### src/design/apq_pkg.sv
`timescale 1ns / 1ps
// apq_pkg: operation and status codes, controller command and status structs
// used by apq_ctrl, apq_datapath and array_priority_queue_top; no dependencies

package apq_pkg;

    localparam logic OP_ENQ = 1'b0;
    localparam logic OP_DEQ = 1'b1;

    typedef enum logic [1:0] {
        ST_ENQUEUED = 2'd0,
        ST_FULL     = 2'd1,
        ST_DEQUEUED = 2'd2,
        ST_EMPTY    = 2'd3
    } t_status;

    typedef struct packed {
        logic accept;     // latch input beat, arm the scan
        logic scan_step;  // compare one more entry
        logic commit;     // apply the operation, load the result register
    } t_cmd;

    typedef struct packed {
        logic scan_done;
        logic out_free;
    } t_stat;

endpackage

### src/design/apq_if.sv
`timescale 1ns / 1ps
// apq_in_if and apq_out_if: valid/ready channels of the priority queue
// payload widths fixed by the request and result formats; no dependencies

interface apq_in_if;
    logic               valid;
    logic               ready;
    logic               operation;
    logic signed [31:0] value;
    logic        [7:0]  priority_req;

    modport source (output valid, operation, value, priority_req, input ready);
    modport sink   (input valid, operation, value, priority_req, output ready);
endinterface

interface apq_out_if;
    logic               valid;
    logic               ready;
    logic signed [31:0] item;
    logic        [1:0]  status;
    logic        [3:0]  occupancy;

    modport source (output valid, item, status, occupancy, input ready);
    modport sink   (input valid, item, status, occupancy, output ready);
endinterface

### src/design/apq_ctrl.sv
`timescale 1ns / 1ps
// apq_ctrl: sequencer for accept, priority scan and commit
// depends on apq_pkg for the command and status structs

module apq_ctrl import apq_pkg::*; (
    input  logic  i_clk,
    input  logic  i_rst_n,
    input  logic  i_in_valid,
    input  logic  i_in_op,
    output logic  o_in_ready,
    input  t_stat i_stat,
    output t_cmd  o_cmd
);

    typedef enum logic [2:0] {
        S_IDLE = 3'b001,
        S_SCAN = 3'b010,
        S_EXEC = 3'b100
    } t_state;

    t_state r_state, n_state;

    always_ff @(posedge i_clk) begin
        if (!i_rst_n) begin
            r_state <= S_IDLE;
        end else begin
            r_state <= n_state;
        end
    end

    always_comb begin
        n_state = r_state;
        o_cmd   = '0;
        unique case (r_state)
            S_IDLE: begin
                if (i_in_valid) begin
                    o_cmd.accept = 1'b1;
                    n_state = (i_in_op == OP_DEQ) ? S_SCAN : S_EXEC;
                end
            end
            S_SCAN: begin
                if (i_stat.scan_done) begin
                    n_state = S_EXEC;
                end else begin
                    o_cmd.scan_step = 1'b1;
                end
            end
            S_EXEC: begin
                if (i_stat.out_free) begin
                    o_cmd.commit = 1'b1;
                    n_state = S_IDLE;
                end
            end
            default: n_state = S_IDLE;
        endcase
    end

    assign o_in_ready = (r_state == S_IDLE);

    a_scan_in_scan: assert property (@(posedge i_clk) disable iff (!i_rst_n)
        o_cmd.scan_step |-> (r_state == S_SCAN && !i_stat.scan_done))
        else $error("scan step outside scan");

    a_commit_frees: assert property (@(posedge i_clk) disable iff (!i_rst_n)
        o_cmd.commit |=> o_in_ready)
        else $error("not ready after commit");

    a_accept_leaves_idle: assert property (@(posedge i_clk) disable iff (!i_rst_n)
        o_cmd.accept |=> !o_in_ready)
        else $error("still idle after accept");

endmodule

### src/design/apq_datapath.sv
`timescale 1ns / 1ps
// apq_datapath: entry registers, scan compare, gap-closing shift, result register
// depends on apq_pkg; driven by apq_ctrl commands

module apq_datapath import apq_pkg::*; #(
    parameter int DEPTH     = 8,
    parameter int PRIO_BITS = 8
) (
    input  logic               i_clk,
    input  logic               i_rst_n,
    input  t_cmd               i_cmd,
    output t_stat              o_stat,
    input  logic               i_op,
    input  logic signed [31:0] i_value,
    input  logic        [7:0]  i_priority_req,
    input  logic               i_out_ready,
    output logic               o_out_valid,
    output logic signed [31:0] o_item,
    output logic        [1:0]  o_status,
    output logic        [3:0]  o_occupancy
);

    localparam int IW = $clog2(DEPTH);
    localparam int CW = $clog2(DEPTH + 1);

    logic signed [31:0]    r_val [DEPTH];
    logic [PRIO_BITS-1:0]  r_pri [DEPTH];
    logic [CW-1:0]         r_count;
    logic                  r_op;
    logic signed [31:0]    r_in_val;
    logic [PRIO_BITS-1:0]  r_in_pri;
    logic [IW-1:0]         r_best;
    logic [PRIO_BITS-1:0]  r_best_pri;
    logic [CW-1:0]         r_idx;
    logic                  r_out_valid;
    logic signed [31:0]    r_item;
    t_status               r_status;
    logic [CW-1:0]         r_occ;

    logic [PRIO_BITS-1:0]  scan_pri;
    logic                  is_full;
    logic                  is_empty;

    assign scan_pri = r_pri[r_idx[IW-1:0]];
    assign is_full  = (r_count == CW'(DEPTH));
    assign is_empty = (r_count == '0);

    assign o_stat.scan_done = (r_idx >= r_count);
    assign o_stat.out_free  = !r_out_valid || i_out_ready;

    // scan state and latched request
    always_ff @(posedge i_clk) begin
        if (i_cmd.accept) begin
            r_op       <= i_op;
            r_in_val   <= i_value;
            r_in_pri   <= PRIO_BITS'(32'(i_priority_req));
            r_best     <= '0;
            r_best_pri <= r_pri[0];
            r_idx      <= CW'(1);
        end else if (i_cmd.scan_step) begin
            if (scan_pri > r_best_pri) begin
                r_best     <= r_idx[IW-1:0];
                r_best_pri <= scan_pri;
            end
            r_idx <= r_idx + CW'(1);
        end
    end

    // entry store: append at tail, close the gap on removal
    always_ff @(posedge i_clk) begin
        if (i_cmd.commit) begin
            for (int i = 0; i < DEPTH; i++) begin
                if (r_op == OP_ENQ) begin
                    if (!is_full && CW'(i) == r_count) begin
                        r_val[i] <= r_in_val;
                        r_pri[i] <= r_in_pri;
                    end
                end else if (i < DEPTH - 1 && IW'(i) >= r_best) begin
                    r_val[i] <= r_val[(i + 1) % DEPTH];
                    r_pri[i] <= r_pri[(i + 1) % DEPTH];
                end
            end
        end
    end

    always_ff @(posedge i_clk) begin
        if (!i_rst_n) begin
            r_count <= '0;
        end else if (i_cmd.commit) begin
            if (r_op == OP_ENQ && !is_full) begin
                r_count <= r_count + CW'(1);
            end else if (r_op == OP_DEQ && !is_empty) begin
                r_count <= r_count - CW'(1);
            end
        end
    end

    // result register
    always_ff @(posedge i_clk) begin
        if (!i_rst_n) begin
            r_out_valid <= 1'b0;
        end else if (i_cmd.commit) begin
            r_out_valid <= 1'b1;
        end else if (i_out_ready) begin
            r_out_valid <= 1'b0;
        end
    end

    always_ff @(posedge i_clk) begin
        if (i_cmd.commit) begin
            r_item <= '0;
            r_occ  <= r_count;
            if (r_op == OP_ENQ) begin
                if (is_full) begin
                    r_status <= ST_FULL;
                end else begin
                    r_status <= ST_ENQUEUED;
                    r_occ    <= r_count + CW'(1);
                end
            end else begin
                if (is_empty) begin
                    r_status <= ST_EMPTY;
                end else begin
                    r_status <= ST_DEQUEUED;
                    r_item   <= r_val[r_best];
                    r_occ    <= r_count - CW'(1);
                end
            end
        end
    end

    assign o_out_valid = r_out_valid;
    assign o_item      = r_item;
    assign o_status    = r_status;
    assign o_occupancy = 4'(r_occ);

    a_count_bound: assert property (@(posedge i_clk) disable iff (!i_rst_n)
        r_count <= CW'(DEPTH))
        else $error("entry count beyond depth");

    a_commit_slot: assert property (@(posedge i_clk) disable iff (!i_rst_n)
        i_cmd.commit |-> o_stat.out_free)
        else $error("result register overwritten");

    a_deq_count: assert property (@(posedge i_clk) disable iff (!i_rst_n)
        (i_cmd.commit && r_op == OP_DEQ && !is_empty)
            |=> (r_count == $past(r_count) - CW'(1)))
        else $error("dequeue did not drop count");

    a_occ_match: assert property (@(posedge i_clk) disable iff (!i_rst_n)
        i_cmd.commit |=> (r_occ == r_count))
        else $error("reported occupancy differs from count");

endmodule

### src/design/array_priority_queue_top.sv
`timescale 1ns / 1ps
// array_priority_queue_top: bounded priority queue, oldest entry wins on ties
// depends on apq_pkg, apq_if, apq_ctrl and apq_datapath
//
//  channel | dir | beat payload                       | handshake
//  i_in    | in  | operation, value, priority_req     | valid && ready
//  o_out   | out | item, status, occupancy            | valid && ready
//
// an enqueue, stored or full, goes from accept straight to commit, skipping the scan
// a dequeue scans every stored entry before commit, one compare per scan cycle
// one request in flight; the next is taken while the result still waits
// reset clears the entry count and the result valid; entries need no clearing
// a stalled result holds the commit step until the result register frees

module array_priority_queue_top import apq_pkg::*; #(
    parameter int DEPTH     = 8,
    parameter int PRIO_BITS = 8
) (
    input  logic i_clk,
    input  logic i_rst_n,
    apq_in_if.sink    i_in,
    apq_out_if.source o_out
);

    t_cmd  cmd;
    t_stat stat;

    apq_ctrl u_ctrl (
        .i_clk      (i_clk),
        .i_rst_n    (i_rst_n),
        .i_in_valid (i_in.valid),
        .i_in_op    (i_in.operation),
        .o_in_ready (i_in.ready),
        .i_stat     (stat),
        .o_cmd      (cmd)
    );

    apq_datapath #(
        .DEPTH     (DEPTH),
        .PRIO_BITS (PRIO_BITS)
    ) u_datapath (
        .i_clk          (i_clk),
        .i_rst_n        (i_rst_n),
        .i_cmd          (cmd),
        .o_stat         (stat),
        .i_op           (i_in.operation),
        .i_value        (i_in.value),
        .i_priority_req (i_in.priority_req),
        .i_out_ready    (o_out.ready),
        .o_out_valid    (o_out.valid),
        .o_item         (o_out.item),
        .o_status       (o_out.status),
        .o_occupancy    (o_out.occupancy)
    );

endmodule

### src/flat_wrapper.sv
// flat-port wrapper written by rule: the top's interface ports become plain ports
module array_priority_queue_top_flat import apq_pkg::*;
#(
    parameter int DEPTH     = 8,
    parameter int PRIO_BITS = 8
)
  (i_clk, i_rst_n, i_in_valid, i_in_operation, i_in_value, i_in_priority_req, i_in_ready, o_out_valid, o_out_item, o_out_status, o_out_occupancy, o_out_ready);
  apq_in_if i_in_i ();
  apq_out_if o_out_i ();
  input  logic i_clk;
  input  logic i_rst_n;
  input wire logic [$bits(i_in_i.valid)-1:0] i_in_valid;
  input wire logic [$bits(i_in_i.operation)-1:0] i_in_operation;
  input wire logic [$bits(i_in_i.value)-1:0] i_in_value;
  input wire logic [$bits(i_in_i.priority_req)-1:0] i_in_priority_req;
  output wire logic [$bits(i_in_i.ready)-1:0] i_in_ready;
  output wire logic [$bits(o_out_i.valid)-1:0] o_out_valid;
  output wire logic [$bits(o_out_i.item)-1:0] o_out_item;
  output wire logic [$bits(o_out_i.status)-1:0] o_out_status;
  output wire logic [$bits(o_out_i.occupancy)-1:0] o_out_occupancy;
  input wire logic [$bits(o_out_i.ready)-1:0] o_out_ready;
  assign i_in_i.valid = i_in_valid;
  assign i_in_i.operation = i_in_operation;
  assign i_in_i.value = i_in_value;
  assign i_in_i.priority_req = i_in_priority_req;
  assign i_in_ready = i_in_i.ready;
  assign o_out_valid = o_out_i.valid;
  assign o_out_item = o_out_i.item;
  assign o_out_status = o_out_i.status;
  assign o_out_occupancy = o_out_i.occupancy;
  assign o_out_i.ready = o_out_ready;
  array_priority_queue_top #(.DEPTH(DEPTH), .PRIO_BITS(PRIO_BITS)) u_core (.i_clk(i_clk), .i_rst_n(i_rst_n), .i_in(i_in_i), .o_out(o_out_i));
endmodule
### config.mk
export PLATFORM = sky130hd
export DESIGN_NAME = array_priority_queue_top_flat
export DESIGN_NICKNAME = d
export VERILOG_FILES = /design/src/design/apq_pkg.sv /design/src/design/apq_if.sv /design/src/design/apq_ctrl.sv /design/src/design/apq_datapath.sv /design/src/design/array_priority_queue_top.sv /design/src/flat_wrapper.sv
export SDC_FILE = /design/constraint.sdc
export NUM_CORES = 1
export LEC_CHECK = 0
export ABC_AREA = 1
export BUFFER_PORTS_ARGS = -buffer_cell sky130_fd_sc_hd__buf_2
export CAP_MARGIN = 5
export CORE_ASPECT_RATIO = 1.75
export CORE_UTILIZATION = 25
export CTS_CLUSTER_DIAMETER = 50
export CTS_CLUSTER_SIZE = 24
export DETAILED_ROUTE_END_ITERATION = 10
export PLACE_DENSITY = 0.43
export SYNTH_ARGS = -nofsm -noshare
export SYNTH_HDL_FRONTEND = slang
export SYNTH_HIERARCHICAL = 1
export SYNTH_SLANG_ARGS = --single-unit
### constraint.sdc
create_clock -name i_clk -period 11.64 [get_ports i_clk]
set_clock_uncertainty 0.1 [all_clocks]
set_input_delay 2.91 -clock i_clk [delete_from_list [all_inputs] [get_ports i_clk]]
set_output_delay 2.91 -clock i_clk [all_outputs]
set_load 0.05 [all_outputs]
=== Word level (Yosys, flattened, before mapping) ===
Memories as Yosys holds them, arrays and structs flattened. A register that Yosys moved wholly into a read port is not among the register bits.
Index checks and enable logic that the tools add are counted.
W data, S select, Z words.

* Word-level logic and storage cells: 186
* Bits in registers: 70
* Bits in read-only memories: 0
* Bits in writable memories: 320
* Memories: 2
* Latch bits: 0
* Output and inout port bits: 40

* Shift operators: 0
* Mux-type cells: 106
* Reduce and logical (&&, ||, !) cells: 26
* $mul: 0
* Bitwise gates (word level): 15
* Divide/modulo/power cells: 0
* Eq/ne operators: 14
* $add $sub $neg: 3
* Magnitude comparators: 9

{| class="wikitable"
|+ Memory list
! name !! words !! width !! read ports !! clocked after memory_dff !! write ports !! line !! source
|-
| u_core.u_datapath.r_val || 8 || 32 || 8 || 1 || 7 || apq_datapath.sv:26 || <nowiki>logic signed [31:0] r_val [DEPTH];</nowiki>
|-
| u_core.u_datapath.r_pri || 8 || 8 || 9 || 1 || 7 || apq_datapath.sv:27 || <nowiki>logic [PRIO_BITS-1:0] r_pri [DEPTH];</nowiki>
|}

{| class="wikitable"
|+ Operator list
! kind !! count
|-
| $mux W32 || 8
|-
| $mux W8 || 11
|-
| $mux W1 || 72
|-
| $reduce_or A32 Y1 || 1
|-
| $mux W3 || 8
|-
| $mux W4 || 5
|-
| $eq A3 B4 Y1 const A || 4
|-
| $or A1 B1 Y1 || 14
|-
| $logic_and A1 B1 Y1 || 10
|-
| $ge A3 B3 Y1 const A || 3
|-
| $pmux W3 S3 || 1
|-
| $add A4 B1 Y4 const B || 2
|-
| $eq A2 B4 Y1 const A || 2
|-
| $gt A8 B8 Y1 || 1
|-
| $reduce_bool A2 Y1 || 4
|-
| $reduce_or A8 Y1 || 1
|-
| $ge A1 B3 Y1 const A || 2
|-
| $ge A2 B3 Y1 const A || 2
|-
| $reduce_and A2 Y1 || 3
|-
| $eq A1 B4 Y1 const A || 1
|-
| $eq A4 B4 Y1 const B || 1
|-
| $ge A4 B4 Y1 || 1
|-
| $logic_not A4 Y1 || 1
|-
| $ne A2 B1 Y1 const B || 2
|-
| 11 further kinds || 13
|}

=== Longest topological paths before layout ===
Gate-level depths: netlist of run 1.

* Depth in word-level cells: 9
* Depth in mapped cells: 19

=== By module ===
Netlist of run 1, hierarchy kept.

{| class="wikitable"
|+ Modules (own cells, without submodules)
! module !! area each (µm²) !! instances !! seq. area each (µm²) !! cells each
|-
| apq_datapath || 19764.0 || 1 || 12522.0 || 1937
|-
| apq_ctrl || 220.2 || 1 || 60.1 || 32
|}

=== Worst setup path after synthesis of run 1 ===
No wires, ideal clock.

* Path type: input -> register
* Start: input port o_out_ready
* End: memory u_core.u_datapath.r_pri[3][0] (enable)
* Stages on the path: 8
* Path buffers: 0
* Data arrival time: 10.573 ns
* Required time: 11.043 ns
* Path slack: 0.469 ns
* Library setup time: 0.497 ns
* Cells stage by stage: inv_1 -> nand2_1 -> inv_1 -> nor4_1 -> inv_1 -> nor2_1 -> inv_1 -> o31ai_1

{| class="wikitable"
|+ RTL lines
! item !! line !! source
|-
| start, declared || flat_wrapper.sv:21 || <nowiki>input wire logic [$bits(o_out_i.ready)-1:0] o_out_ready;</nowiki>
|-
| end, declared || apq_datapath.sv:27 ||
|}

==> impl_metrics.py, run 1 <==
metrics = {
    "floorplanning": {
        "die_h_um": 376,
        "io_pins": 85,
        "dieWidth_um": 216,
        "core_area_sq_um": 78800,
        "rows": 136,
        "die_area_sq_um": 81100,
        "initial_core_util": 0.254,
    },
    "worst_setup_path": {
        "path_cells": "buf_2 > inv_1 > nand2_1 > inv_1 > nor4_2 > buf_4 > nand2_1 > nor2_4 > buf_4 > inv_2 > nor2_8 > buf_4 > nand2_4 > o21ai_4 > buf_4",
        "endpoint_kind": "flop",
        "required_ps": 11740,
        "critPathArrivalTime_ps": 7230,
        "cpPeakStageDelay_ps": 740,
        "cp_slowest_cell": "buf_4",
        "critical_path_class": "in -> reg",
        "cp-start-kind": "primary input",
        "cp_max_fo": 83,
        "cp_common_cell": "buf_4",
    },
    "clock_network": {
        "cts_resized": 0,
        "clock-sinks": 425,
        "root_buffer": "clkbuf_16",
        "path_clk_slew_ps": 70,
        "ctsHoldBuffers": 0,
        "cts_buffer_depth": 3,
        "cts_tree": "yes",
        "cts_buffers": 39,
        "postCtsSetupBuffers": 0,
        "htreeDepth": 2,
        "clock_latency_ps": 590,
    },
    "run": {
        "max_cap_violations": 0,
    },
    "global_routing": {
        "track_usage": 0.140,
        "grt_pass1_vias": 14200,
        "grt-ovfl-total": 0,
        "antenna_found_initial": 0,
        "grt_pass1_wl_um": 86600,
        "grt_max_degree": 101,
    },
    "power": {
        "p_seq_frac": 0.511,
        "p_sw_w": 0.00101,
        "peakVddDrop_v": 0.0000799,
        "p_comb_frac": 0.108,
        "leakage_nw": 8.23,
        "power_density_nw_per_um2": 161,
        "intPower_w": 0.00265,
        "power_w": 0.00366,
        "switching_share": 0.277,
        "clkPwrFrac": 0.380,
    },
    "sta": {
        "relSlewSlack": 0.260,
        "setup-tns-final_ps": 0,
        "final.period_utilization": 0.612,
        "finalMaxSlewViolations": 0,
        "fmax_mhz": 140,
        "tightestPinTransition_ps": 1110,
        "period_needed_ps": 7130,
        "finalSetupViolCount": 0,
        "hold_ws_ps": 407,
        "finalHoldViolCount": 0,
        "rsz0062_at_grt": "no",
    },
    "synth": {
        "ys_warn_count": 6,
        "synth.avg_cell_area_sq_um": 10.1,
        "synth.distinct_cells": 36,
        "synth_area_sq_um": 20000,
        "syn-num-nets": 2031,
        "syn_inst": 1969,
        "synth_seq_cells": 425,
        "seq_area_frac_synth": 0.630,
    },
    "cells_and_area": {
        "fill_cells": 8198,
        "multiInputGateArea_sq_um": 6040,
        "diodes": 0,
        "seq_area_sq_um": 12600,
        "area_growth_pct": 13.8,
        "drive_gt1_frac": 0.122,
        "nets": 2055,
    },
    "drt": {
        "drc": 0,
        "first_iter_violations": 1145,
        "drt-vias-per-instance": 4.61,
        "wirelength_um": 56600,
        "first_pass_iters": 5,
        "via_count": 14100,
        "wl_per_cell_um": 18.5,
        "postRouteAntennaNets": 0,
    },
    "placed_design": {
        "port_buffers": 84,
        "gp_congestion": 0.733,
        "hpwlAfterDp_um": 33100,
    },
    "outcome": {
        "outcome": "finished, final reports clean",
    },
    "hold_path": {
        "hold_class": "reg -> reg",
    },
}
[routing by layer]
metal | wire, um | part of all wire | global-route usage | vias up
met1 | 22800 | 0.40 | 0.162 | 6813
li1 | - | - | - | 6856
met2 | 29600 | 0.52 | 0.256 | 341
met4 | 1830 | 0.032 | 0.0547 | 0
met3 | 2460 | 0.043 | 0.0207 | 81
met5 | 0 | 0 | 0 | -
[synthesized netlist by cell type]
master | instances | area share
a21o_1 | 1 | 0.00038
nor3_1 | 1 | 0.00025
nand3_1 | 43 | 0.011
nor2_1 | 86 | 0.016
nand3_2 | 5 | 0.0025
nand2_1 | 407 | 0.076
nand2_4 | 1 | 0.00056
buf_4 | 5 | 0.0019
xnor2_1 | 1 | 0.00044
edfxtp_1 | 407 | 0.61
ha_1 | 17 | 0.011
buf_6 | 10 | 0.0056
nand4_1 | 2 | 0.00063
inv_1 | 228 | 0.043
clkbuf_1 | 62 | 0.012
nor2_8 | 1 | 0.0010
o211ai_1 | 65 | 0.024
clkinv_1 | 1 | 0.00019
a21oi_1 | 150 | 0.038
inv_2 | 7 | 0.0013
nor2_4 | 1 | 0.00056
dfxtp_1 | 18 | 0.018
o22ai_1 | 1 | 0.00031
nor2_2 | 4 | 0.0013
o21ai_0 | 311 | 0.078
o21ai_1 | 2 | 0.00050
o311ai_0 | 1 | 0.00044
nor4_1 | 1 | 0.00031
xor2_1 | 6 | 0.0026
o31ai_1 | 1 | 0.00038
a22o_1 | 1 | 0.00044
o21ai_2 | 42 | 0.018
a31oi_2 | 1 | 0.00063
a31oi_1 | 33 | 0.010
buf_2 | 39 | 0.0098
buf_1 | 7 | 0.0013
[registers in the layout, indices dropped and copies added (netlist names), 2 cells and up, named ones only]
name,count
u_core/u_datapath/o_status,2
u_core/u_datapath/r_idx,4
u_core/u_datapath/r_count,4
u_core/u_datapath/r_in_val,32
u_core/u_ctrl/r_state,3
u_core/u_datapath/r_val,256
u_core/u_datapath/r_best_pri,8
u_core/u_datapath/o_occupancy,4
u_core/u_datapath/r_in_pri,8
u_core/u_datapath/r_pri,64
u_core/u_datapath/r_best,3
u_core/u_datapath/o_item,32
[per-stage QoR]
stage	area (sq um)	cells	worst slack (ps)	utilization
4_1_cts	22800	3058	4430	0.289
3_3_place_gp	21400	2987	3880	0.272
5_1_grt	22800	3058	4050	0.289
6_report	22800	3058	4510	0.289
2_1_floorplan	20000	1969	469	-
3_5_place_dp	21400	2987	3790	0.272
[power by group through the flow]
stage | combinational, W | clock (W) | sequential, W
after floorplan | 0.000262 | 0 | 0.00190
after detailed placement | 0.000406 | 0 | 0.00191
after global placement | 0.000391 | 0 | 0.00191
after global routing | 0.000452 | 0.00150 | 0.00188
after CTS | 0.000406 | 0.00146 | 0.00187
final | 0.000396 | 0.00139 | 0.00187
[cell families after synthesis]
kind of cell | count (synthesis) | share of synthesized area
xor gates and xnor gates | 7 | 0.00307
and+or+nand+nor | 552 | 0.110
adders and majority gates | 17 | 0.0106
buffers and inverters | 359 | 0.0746
DFF | 425 | 0.630
AOI/OAI and AO/OA | 609 | 0.172
[worst max-delay path: cells and delay by family]
family          cells  cell delay [ps]
buf+inv             8             3000
compound gates      1              140
simple gates        6             1100
[cell usage in the layout, fill, tap and decap left out, types with 17 or more instances in the layout]
cell,count
o21ai_2,40
nor2_1,85
buf_4,22
a21oi_1,150
o211ai_1,65
ha_1,17
nand3_1,43
buf_2,84
o21ai_0,307
nand2_1,405
edfxtp_1,407
clkbuf_16,41
a31oi_1,33
inv_1,228
[worst paths after layout]
path	startpoint	to	slack, ps	cells after the start
setup / recovery	o_out_ready	u_core/u_datapath/r_val[0][8]$_DFFE_PP_	4510	15
hold / removal	u_core/u_datapath/o_out_valid$_SDFFE_PN0P_	u_core/u_datapath/o_out_valid$_SDFFE_PN0P_	410	2
setup reg to reg	u_core/u_ctrl/r_state[2]$_SDFFE_PN0P_	u_core/u_datapath/r_val[0][8]$_DFFE_PP_	6560	12
hold reg to reg	u_core/u_datapath/o_out_valid$_SDFFE_PN0P_	u_core/u_datapath/o_out_valid$_SDFFE_PN0P_	410	2
[area by class of cell]
| cell class | instances | area share |
|---|---|---|
| clock buffers | 44 | 0.0456 |
| clock inverters | 27 | 0.0138 |
| inverters | 236 | 0.0389 |
| multi-input cells | 1185 | 0.266 |
| flip-flops and latches | 425 | 0.553 |
| well taps | 1035 | 0.0569 |
| repair buffers | 106 | 0.0257 |
Power figures use the tool's default switching activity.
==> run 2, diff against run 1 <==
Clock period 11.64 ns to 6.2 ns, I/O delays scaled along.
==> impl_metrics.py, run 2 (synthesized netlist as in run 1, its figures left out) <==
metrics = {
    "worst_setup_path": {
        "path_cells": "buf_2 > inv_1 > nand2_1 > inv_1 > nor4_4 > buf_4 > inv_1 > nor2_1 > nand2_1 > o21ai_4 > buf_12",
        "cp_top_family": "buffers and inverters",
        "cp_num_buf_inv": 6,
        "required_ps": 6350,
        "cp_common_cell": "inv_1",
        "critical_path_class": "in -> reg",
        "endpoint_kind": "flop",
        "cp-start-kind": "primary input",
        "critPathArrivalTime_ps": 4260,
        "cpPeakStageDelay_ps": 650,
        "cp_slowest_cell": "o21ai_4",
        "cp_max_fo": 40,
    },
    "run": {
        "max_cap_violations": 0,
    },
    "outcome": {
        "outcome": "finished, final reports clean",
    },
    "sta": {
        "rsz0062_at_grt": "no",
        "relSlewSlack": 0.203,
        "final.period_utilization": 0.663,
        "setup-tns-final_ps": 0,
        "fmax_mhz": 243,
        "finalHoldViolCount": 0,
        "tightestPinTransition_ps": 1200,
        "finalMaxSlewViolations": 0,
        "period_needed_ps": 4110,
        "finalSetupViolCount": 0,
        "timing.final.ws_setup_ps": 2090,
        "hold_ws_ps": 417,
    },
    "drt": {
        "wirelength_um": 56700,
        "drc": 0,
        "via_count": 14000,
        "postRouteAntennaNets": 0,
        "wl_per_cell_um": 18.6,
        "drt-vias-per-instance": 4.59,
        "first_iter_violations": 1034,
        "first_pass_iters": 5,
    },
    "global_routing": {
        "grt-ovfl-total": 0,
        "grt_max_degree": 153,
        "antenna_found_initial": 0,
        "grt_pass1_wl_um": 85600,
        "track_usage": 0.139,
        "grt_pass1_vias": 13800,
    },
    "power": {
        "peakVddDrop_v": 0.000183,
        "power_density_nw_per_um2": 303,
        "leakage_nw": 8.25,
    },
    "cells_and_area": {
        "final_cell_mix": "407 x edfxtp_1, 405 x nand2_1, 307 x o21ai_0",
        "final_common_cell": "edfxtp_1",
        "area_growth_pct": 14.3,
        "drive_gt1_frac": 0.122,
        "reg.largest.list": "u_core/u_datapath/r_val x256, u_core/u_datapath/r_pri x64",
        "largest_register_ffs": 256,
        "nets": 2050,
        "fill_cells": 8147,
        "diodes": 0,
        "stdcell_area_sq_um": 22800,
        "regMostFlops": "u_core/u_datapath/r_val",
    },
    "clock_network": {
        "cts_buffers": 37,
        "path_clk_slew_ps": 70,
        "postCtsSetupBuffers": 0,
        "root_buffer": "clkbuf_16",
        "cts_resized": 0,
        "cts_tree": "yes",
        "clock_latency_ps": 570,
        "clock-sinks": 425,
        "htreeDepth": 2,
        "cts_buffer_depth": 3,
        "ctsHoldBuffers": 0,
    },
    "floorplanning": {
        "die_h_um": 376,
        "die_area_sq_um": 81100,
        "initial_core_util": 0.254,
        "rows": 136,
        "io_pins": 85,
        "dieWidth_um": 216,
        "core_area_sq_um": 78800,
    },
    "hold_path": {
        "hold_class": "reg -> reg",
    },
    "placed_design": {
        "hpwlAfterDp_um": 33200,
        "dp_slack_ps": 1370,
        "gp_congestion": 0.780,
        "dpl_cell_area_sq_um": 21500,
        "port_buffers": 84,
    },
}
[run 2: worst min-delay path, cell delays in order (launching register included)]
cell and delay (ps):
dfxtp_1 310, nand2_1 80, a21oi_1 70
[run 2: final cells by class]
type | count | area (sq um) | share of cell area
Inverter | 236 | 886 | 0.0388
Multi-Input combinational cell | 1185 | 6060 | 0.265
Timing Repair Buffer | 103 | 638 | 0.0279
Clock inverter | 25 | 358 | 0.0157
Tap cell | 1035 | 1290 | 0.0567
Sequential cell | 425 | 12600 | 0.551
Clock buffer | 43 | 1020 | 0.0447
[run 2: worst paths after layout]
check / from / endpoint / slack (ps) / depth (start not counted)
worst max-delay path: o_out_ready / u_core/u_datapath/r_val[6][22]$_DFFE_PP_ / 2090 / 11
worst min-delay path: u_core/u_datapath/o_out_valid$_SDFFE_PN0P_ / u_core/u_datapath/o_out_valid$_SDFFE_PN0P_ / 420 / 2
worst max register to register: flop / u_core/u_datapath/r_best_pri[2]$_DFFE_PP_ / 2360 / 11
worst min register to register: u_core/u_datapath/o_out_valid$_SDFFE_PN0P_ / u_core/u_datapath/o_out_valid$_SDFFE_PN0P_ / 420 / 2
[run 2: metal layers]
metal	up-vias	track usage	wire [um]
met2	328	0.261	30000
met4	0	0.0407	1250
met5	-	0	0
met1	6793	0.160	22900
met3	52	0.0200	2560
li1	6844	-	-
[run 2: report_power, final]
group	switching (W)	internal [W]	total, W
logic	0.000526	0.000218	0.000744
registers	0.000124	0.00339	0.00352
clock network	0.00129	0.00136	0.00266
[run 2: metrics by stage]
stage	util	power, W	cells
CTS	0.290	0.00705	3052
global route	0.290	0.00722	3052
floorplan	-	0.00406	1969
global placement	0.272	0.00433	2984
finish	0.290	0.00692	3052
detailed placement	0.272	0.00435	2984
==> run 3, diff against run 2 <==
Clock period 6.2 ns to 3.5 ns, I/O delays scaled along.
==> impl_metrics.py, run 3 (synthesized netlist as in run 1, its figures left out) <==
metrics = {
    "global_routing": {
        "met3_usage": 0.0145,
        "track_usage": 0.145,
        "busiest_layer": "met2",
        "grtUsageMet1": 0.176,
        "grt_max_degree": 169,
        "grt_pass1_wl_um": 89800,
        "antenna_found_initial": 0,
        "grt-ovfl-total": 0,
        "use_met2": 0.262,
        "grt_pass1_vias": 14500,
    },
    "drt": {
        "wl_per_cell_um": 19.2,
        "first_pass_iters": 7,
        "drt-vias-per-instance": 4.68,
        "drc": 0,
        "wirelength_um": 59000,
        "via_count": 14400,
        "postRouteAntennaNets": 0,
        "first_iter_violations": 1014,
    },
    "worst_setup_path": {
        "path_cells": "buf_4 > a21oi_1 > o21ai_0 > o21ai_0 > nand2_1 > nand2_1 > ha_1 > nand2_1 > a21oi_1 > nor2_1 > nand2_1 > nand2_1 > nand2_1",
        "critPathArrivalTime_ps": 3210,
        "cp_slowest_cell": "buf_4",
        "cp-start-kind": "flop",
        "cp_common_cell": "nand2_1",
        "cp_max_fo": 48,
        "critical_path_class": "reg -> reg",
        "endpoint_kind": "flop",
        "cpPeakStageDelay_ps": 410,
        "required_ps": 3610,
    },
    "clock_network": {
        "htreeDepth": 2,
        "cts_buffer_depth": 3,
        "cts_resized": 0,
        "clock-sinks": 425,
        "cts_buffers": 38,
        "path_clk_slew_ps": 90,
        "ctsHoldBuffers": 0,
        "clock_latency_ps": 590,
        "postCtsSetupBuffers": 0,
        "root_buffer": "clkbuf_16",
        "cts_tree": "yes",
    },
    "run": {
        "max_cap_violations": 0,
    },
    "sta": {
        "final.period_utilization": 0.886,
        "period_needed_ps": 3100,
        "tightestPinTransition_ps": 842,
        "setup-tns-final_ps": 0,
        "relSlewSlack": 0.439,
        "finalHoldViolCount": 0,
        "rsz0062_at_grt": "no",
        "finalSetupViolCount": 0,
        "fmax_mhz": 322,
        "finalMaxSlewViolations": 0,
    },
    "power": {
        "power_density_nw_per_um2": 528,
        "clkPwrFrac": 0.376,
        "p_sw_w": 0.00341,
        "p_seq_frac": 0.510,
        "leakage_nw": 8.40,
        "p_comb_frac": 0.114,
        "peakVddDrop_v": 0.000323,
        "switching_share": 0.279,
        "intPower_w": 0.00879,
    },
    "placed_design": {
        "gp_congestion": 0.767,
        "dp_cells": 3009,
        "hpwlAfterDp_um": 35100,
        "dpl_cell_area_sq_um": 21800,
        "port_buffers": 84,
    },
    "cells_and_area": {
        "fin_cells": 3077,
        "reg.largest.list": "u_core/u_datapath/r_val x256, u_core/u_datapath/r_pri x64",
        "drive_gt1_frac": 0.135,
        "fill_cells": 8113,
        "area_growth_pct": 15.7,
        "seq_area_sq_um": 12600,
        "nets": 2076,
        "multiInputGateArea_sq_um": 6080,
        "final_cell_mix": "407 x edfxtp_1, 404 x nand2_1, 307 x o21ai_0",
        "regMostFlops": "u_core/u_datapath/r_val",
        "final_common_cell": "edfxtp_1",
        "stdcell_area_sq_um": 23100,
        "diodes": 0,
        "largest_register_ffs": 256,
    },
    "floorplanning": {
        "io_pins": 85,
        "dieWidth_um": 216,
        "die_h_um": 376,
        "rows": 136,
        "initial_core_util": 0.254,
        "core_area_sq_um": 78800,
        "die_area_sq_um": 81100,
    },
    "hold_path": {
        "hold_class": "in -> reg",
    },
    "outcome": {
        "outcome": "finished, final reports clean",
    },
}
-- run 3: changes by cell type in the layout (fill, tap and decap cells not counted), sizes merged --
cell      delta
buf         +25
clkinv       -2
clkinvlp     +2
bufinv       -1
inv          +1
-- run 3: area by class of cell --
type                    instances  share of cell area
well taps                    1035              0.0560
flip-flops and latches        425               0.544
repair buffers                128              0.0395
inverters                     236              0.0392
multi-input cells            1185               0.263
clock buffers                  43              0.0456
clock inverters                25              0.0121
-- run 3: power by group through the flow --
stage / clock (W) / combinational (W) / sequential (W)
5_1_grt: 0.00491 / 0.00158 / 0.00625
3_3_place_gp: 0 / 0.00139 / 0.00633
2_1_floorplan: 0 / 0.000896 / 0.00630
6_report: 0.00459 / 0.00139 / 0.00622
3_5_place_dp: 0 / 0.00143 / 0.00633
4_1_cts: 0.00477 / 0.00143 / 0.00622
-- run 3: worst paths after layout --
path                                                               from                                   endpoint  slack, ps  cells after the start
worst max-delay path                                               flop  u_core/u_datapath/r_best_pri[7]$_DFFE_PP_        400                     13
worst min-delay path                                      i_in_value[8]    u_core/u_datapath/r_in_val[8]$_DFFE_PP_        360                      1
worst max register to register                                     flop  u_core/u_datapath/r_best_pri[7]$_DFFE_PP_        400                     13
worst min register to register  u_core/u_datapath/r_idx[0]$_SDFFE_PP1P_                                       flop        450                      1
-- run 3: per-stage QoR --
| step | total power (W) | utilization | hold slack [ps] | worst slack (ps) |
|---|---|---|---|---|
| finish | 0.0122 | 0.293 | 365 | 398 |
| global route | 0.0127 | 0.293 | 342 | 179 |
| CTS | 0.0124 | 0.293 | 331 | 384 |
| detailed placement | 0.00776 | 0.277 | 426 | 245 |
| global placement | 0.00772 | 0.277 | 412 | 262 |
| floorplan | 0.00720 | - | 374 | -1030 |
-- run 3: critical path: cells and delay by family, from the launching register on --
kind            cells  cell delay (ps)
simple gates        7              930
buf+inv             1              410
fa+ha+maj           1              300
flops               1              350
compound gates      4              610
-- run 3: metal layers --
metal	routed length, um	vias up
li1	-	6904
met1	24400	7022
met2	30400	401
met3	2240	87
met4	1980	0
met5	0	-
